===== src/pgs_pkg.sv =====
// Package for the Poisson grid Gauss-Seidel solver.
// Holds the shared Q8.24 constants, the state and register codes, the source unit
// request and response structs, and the saturating rounding helpers. No dependencies.
package pgs_pkg;

	localparam int DEF_GRID_ROWS = 64;
	localparam int DEF_GRID_COLS = 64;

	localparam int IDX_W  = 10;
	localparam int ACC_W  = 36;
	localparam int DIFF_W = 34;

	localparam logic [31:0] QONE  = 32'h0100_0000;
	localparam logic [63:0] QMAX  = 64'h0000_0000_7FFF_FFFF;
	localparam logic [63:0] QHALF = 64'h0000_0000_0080_0000;
	localparam logic [63:0] QFIVE = 64'h0000_0000_0500_0000;

	localparam logic [24:0] RST_ROW_STEP   = 25'd262144;
	localparam logic [24:0] RST_COL_STEP   = 25'd262144;
	localparam logic [31:0] RST_THRESHOLD  = 32'd6451;
	localparam logic [19:0] RST_MAX_SWEEPS = 20'd100000;

	typedef enum logic [1:0] {
		REG_ROW_STEP   = 2'd0,
		REG_COL_STEP   = 2'd1,
		REG_THRESHOLD  = 2'd2,
		REG_MAX_SWEEPS = 2'd3
	} pgs_reg_t;

	typedef enum logic {
		REQ_SOLVE = 1'b0,
		REQ_READ  = 1'b1
	} pgs_req_t;

	typedef enum logic [3:0] {
		S_CLEAR,
		S_IDLE,
		S_READ,
		S_RESULT,
		S_FILL,
		S_CELL_UP,
		S_CELL_DN,
		S_CELL_LF,
		S_CELL_RT,
		S_CELL_CT,
		S_CELL_WAIT,
		S_CELL_WR,
		S_CELL_ACC,
		S_SWEEP_END
	} pgs_state_t;

	typedef enum logic [3:0] {
		U_IDLE,
		U_X,
		U_Y,
		U_XX,
		U_YY,
		U_HH,
		U_M,
		U_F,
		U_R,
		U_DONE
	} pgs_src_state_t;

	typedef struct packed {
		logic             start;
		logic [IDX_W-1:0] row_idx;
		logic [IDX_W-1:0] col_idx;
	} pgs_src_req_t;

	typedef struct packed {
		logic        done;
		logic [31:0] mag;
	} pgs_src_rsp_t;

	function automatic logic [31:0] sat_q(input logic [63:0] v);
		logic [31:0] r;
		r = (v > QMAX) ? QMAX[31:0] : v[31:0];
		return r;
	endfunction

	function automatic logic [31:0] round_q(input logic [63:0] p);
		logic [63:0] s;
		s = (p + QHALF) >> 24;
		return sat_q(s);
	endfunction

endpackage


===== src/pgs_source_unit.sv =====
// Source term unit: computes the magnitude of -10*(x^2+y^2+5)*h^2 for one cell.
// Uses one registered 32x32 multiplier, shared by all the multiply steps. Depends on pgs_pkg.
module pgs_source_unit (
	input  logic                 clk,
	input  logic                 arst_n,
	input  logic [24:0]          row_step,
	input  logic [24:0]          col_step,
	input  pgs_pkg::pgs_src_req_t src_req,
	output pgs_pkg::pgs_src_rsp_t src_rsp
);

	pgs_pkg::pgs_src_state_t state_q, state_nxt;

	logic [pgs_pkg::IDX_W-1:0] i_q, j_q;
	logic [63:0] prod_q;
	logic [31:0] mul_a, mul_b;
	logic [31:0] x_q, y_q, xx_q, t_q, hh_q, m_q, mag_q;
	logic [63:0] t_sum, t_ten;

	always_ff @(posedge clk or negedge arst_n) begin
		if (!arst_n) begin
			state_q <= pgs_pkg::U_IDLE;
		end else begin
			state_q <= state_nxt;
		end
	end

	always_comb begin
		state_nxt = state_q;
		mul_a = '0;
		mul_b = '0;
		case (state_q)
			pgs_pkg::U_IDLE: begin
				if (src_req.start) state_nxt = pgs_pkg::U_X;
			end
			pgs_pkg::U_X: begin
				mul_a = 32'(i_q);
				mul_b = 32'(row_step);
				state_nxt = pgs_pkg::U_Y;
			end
			pgs_pkg::U_Y: begin
				mul_a = 32'(j_q);
				mul_b = 32'(col_step);
				state_nxt = pgs_pkg::U_XX;
			end
			pgs_pkg::U_XX: begin
				mul_a = x_q;
				mul_b = x_q;
				state_nxt = pgs_pkg::U_YY;
			end
			pgs_pkg::U_YY: begin
				mul_a = y_q;
				mul_b = y_q;
				state_nxt = pgs_pkg::U_HH;
			end
			pgs_pkg::U_HH: begin
				mul_a = 32'(row_step);
				mul_b = 32'(row_step);
				state_nxt = pgs_pkg::U_M;
			end
			pgs_pkg::U_M: state_nxt = pgs_pkg::U_F;
			pgs_pkg::U_F: begin
				mul_a = m_q;
				mul_b = hh_q;
				state_nxt = pgs_pkg::U_R;
			end
			pgs_pkg::U_R: state_nxt = pgs_pkg::U_DONE;
			pgs_pkg::U_DONE: state_nxt = pgs_pkg::U_IDLE;
			default: state_nxt = pgs_pkg::U_IDLE;
		endcase
	end

	assign t_sum = 64'(xx_q) + 64'(pgs_pkg::round_q(prod_q)) + pgs_pkg::QFIVE;
	assign t_ten = {29'd0, t_q, 3'd0} + {31'd0, t_q, 1'd0};

	always_ff @(posedge clk) begin
		prod_q <= 64'(mul_a) * 64'(mul_b);
		case (state_q)
			pgs_pkg::U_IDLE: begin
				i_q <= src_req.row_idx;
				j_q <= src_req.col_idx;
			end
			pgs_pkg::U_Y: x_q <= pgs_pkg::sat_q(prod_q);
			pgs_pkg::U_XX: y_q <= pgs_pkg::sat_q(prod_q);
			pgs_pkg::U_YY: xx_q <= pgs_pkg::round_q(prod_q);
			pgs_pkg::U_HH: t_q <= pgs_pkg::sat_q(t_sum);
			pgs_pkg::U_M: begin
				hh_q <= pgs_pkg::round_q(prod_q);
				m_q <= pgs_pkg::sat_q(t_ten);
			end
			pgs_pkg::U_R: mag_q <= pgs_pkg::round_q(prod_q);
			default: begin
			end
		endcase
	end

	assign src_rsp.done = (state_q == pgs_pkg::U_DONE);
	assign src_rsp.mag  = mag_q;

endmodule


===== config.mk =====
export PLATFORM = sky130hd
export DESIGN_NAME = pgs_source_unit
export DESIGN_NICKNAME = d
export VERILOG_FILES = /design/src/pgs_pkg.sv /design/src/pgs_source_unit.sv
export SDC_FILE = /design/constraint.sdc
export NUM_CORES = 2
export LEC_CHECK = 0
export BUFFER_PORTS_ARGS = -buffer_cell sky130_fd_sc_hd__buf_2
export CAP_MARGIN = 10
export CELL_PAD_IN_SITES_DETAIL_PLACEMENT = 1
export CELL_PAD_IN_SITES_GLOBAL_PLACEMENT = 1
export CORE_UTILIZATION = 50
export CTS_CLUSTER_DIAMETER = 200
export DETAILED_ROUTE_END_ITERATION = 10
export PLACE_DENSITY = 0.78
export SLEW_MARGIN = 25
export SYNTH_ARGS = -nofsm -noshare
export SYNTH_HDL_FRONTEND = slang
export SYNTH_SLANG_ARGS = --single-unit

===== constraint.sdc =====
create_clock -name clk -period 11.2 [get_ports clk]
set_clock_uncertainty 0.15 [all_clocks]
set_input_delay 2.24 -clock clk [delete_from_list [all_inputs] [get_ports clk]]
set_output_delay 2.24 -clock clk [all_outputs]
set_load 0.02 [all_outputs]

==> impl_metrics.ini <==
[clock_network]
insertion_delay_ns = 0.58
cts_tree = yes
cts_resized = 0
cts_setup_buffers = 0
htree_levels = 2
root_buffer = clkbuf_16
clock_path_buffers = 3
path_clk_slew_ns = 0.06
cts_sinks = 312
numCtsBuffers = 36
cts_hold_buffers = 0

[global_routing]
grt_pass1_vias = 41100
grt_start_max_net_pins = 65
grt_antenna_before_repair = 9
overflow = 0
grt_pass1_wl_mm = 261
grt_usage_pct = 37.3

[layout]
area_delta_synth_final_pct = 7.82
final_common_cell = inv_1
num-nets-final = 6471
drive_gt1_share_pct = 7.04
final_cell_mix = 944 x inv_1, 898 x fa_1, 699 x nand2_1

[critical_path]
critPathTopFamily = adder cells
crit_type = in -> reg
path_buf_inv = 7
worstPathMaxFanout = 10
worst_setup_path_end_kind = flip-flop
slowest_stage = nand4_1
slowest_delay_ns = 0.77
crit_path_frequent_cell = fa_1
worstPathArrival_ns = 10.59
required_ns = 11.55
start_kind = input pin

[route]
ant_nets = 0
via_per_inst = 5.84
vias = 37500
met2_wirelength_mm = 78.2
firstDrtPassIters = 6
drtIter0Drc = 3394
routed_wl_mm = 172
wire_per_inst_um = 26.7
remaining_drc_errors = 0
wl_met3_mm = 18.8
highest_layer = met5
wl_met1_mm = 66.5

[synth]
yosys_register_bits = 312
syn_avg_cell_area_um2 = 9.33
yosys.area.top_type_share_pct = 38.0
yosysWarnings = 0
yosys.area.top_type = fa_1
synth_edf_count = 244
syn_inst = 5078
synth.area.top_cells = fa_1 38%, edfxtp_1 15%, ha_1 9.4%
ys.flop_type = edfxtp_1
asyncSetResetFlopFracSynth_pct = 1.28
ys_types = 79
synth_area_um2 = 47400
seq_area_frac_synth_pct = 18.4

[sta]
final.period_utilization_pct = 91.4
post-route-min-period_ns = 10.24
finalSetupTns_ns = 0
finalHoldViolCount = 0
max_slew_margin_pct = 23.3
rsz0062_at_grt = no
max_freq_mhz = 97.7
drv_slew = 0
worst_pin_slew_ns = 1.15
finalSetupViolations = 0

[flow_run]
maxCapViolCount = 0

[run_status]
status = complete, no violations

[floorplanning]
die_area_um2 = 96000
num_io_pins = 106
dieHeight_um = 310
placementRows = 112
initial_utilization_pct = 50.6
core-area_um2 = 93600
die_w_um = 310

[min_path]
hp-class = reg -> reg

[placement]
gp_congestion = 0.997
hpwl_mm = 143
numPortBuffers = 105
path summary, 6_finish.rpt:
kind | slack, ns | cells past startpoint | start | to
max | 0.96 | 29 | row_step[10] | prod_q[49]$_DFF_P_
min | 0.36 | 1 | prod_q[14]$_DFF_P_ | y_q[14]$_DFFE_PN_
max reg2reg | 0.96 | 31 | state_q[3]$_DFFE_PN0P_ | prod_q[49]$_DFF_P_
min reg2reg | 0.36 | 1 | prod_q[14]$_DFF_P_ | y_q[14]$_DFFE_PN_
max in group asynchronous | 9.44 | 1 | arst_n | state_q[0]$_DFFE_PN0P_
min in group asynchronous | 1.33 | 1 | arst_n | state_q[3]$_DFFE_PN0P_
cell usage after synthesis, types with 5 or more instances:
library cell  number
o221ai_1           5
and3_1            44
buf_2              5
o21a_1            15
nor2b_1           16
fa_1             898
ha_1             357
or2_1              8
a22oi_1           47
xnor2_1           71
a311oi_1           5
nor2_1           652
dfxtp_1           64
nand4_1           57
edfxtp_1         244
a31o_2             6
inv_1            944
buf_1              6
nand2b_1          81
nand2_1          700
clkbuf_1         240
o21ai_1           23
xor2_1            72
and2_1            40
o21ai_0           39
a21o_1            61
nand3_1           53
o21bai_1          17
a21oi_1          119
nor3_1            17
nor4_1            12
a31oi_1           22
a211o_1            6
and4_1            40
a211oi_1           9
cells by family (layout without fill, tap and decap cells):
group	count (synthesis)	in the layout	synth area share, %
AO/OA/AOI/OAI	431	431	6.10
adder cells (fa/ha/maj)	1255	1255	47.4
XOR/XNOR	143	143	2.64
buffers and inverters	1196	1281	9.50
flip-flops	312	312	18.4
multiplexers	1	1	0.0211
AND/OR/NAND/NOR	1739	1739	15.9
other	1	9	0.00792
sequential cells by signal (all words and copies together), names as in the netlist:
register  cells
y_q          32
hh_q         32
t_q          32
mag_q        32
m_q          32
x_q          32
state_q       4
i_q          10
prod_q       64
j_q          10
xx_q         32
metal layers:
layer	GRT usage [%]	vias up
li1	-	15800
met3	10.0	404
met2	58.8	1766
met1	49.0	19500
met4	14.9	16
met5	0	-
through the flow:
step / utilization, % / instances / worst slack [ns] / hold WS (ns) / instance area, µm²
6_report: 54.5 / 6425 / 0.963 / 0.363 / 51100
5_1_grt: 54.5 / 6424 / 0.648 / 0.389 / 51100
4_1_cts: 54.5 / 6423 / 1.03 / 0.369 / 51000
3_5_place_dp: 53.3 / 6358 / 0.540 / 0.352 / 49900
3_3_place_gp: 53.3 / 6358 / 0.660 / 0.338 / 49900
2_1_floorplan: - / 5085 / 1.42 / 0.332 / 47400
layout make-up:
type                    instances  area [µm²]
fillers                     10800       42500
multi-input cells            3577       34200
flip-flops and latches        312        8710
inverters                     944        3540
repair buffers                272        1820
well taps                    1254        1570
clock buffers                  45         976
clock inverters                20         194
diodes                          1        2.50
Power is not shown: default switching activity piles up to over one toggle a cycle in this logic, so the estimate is an artifact.
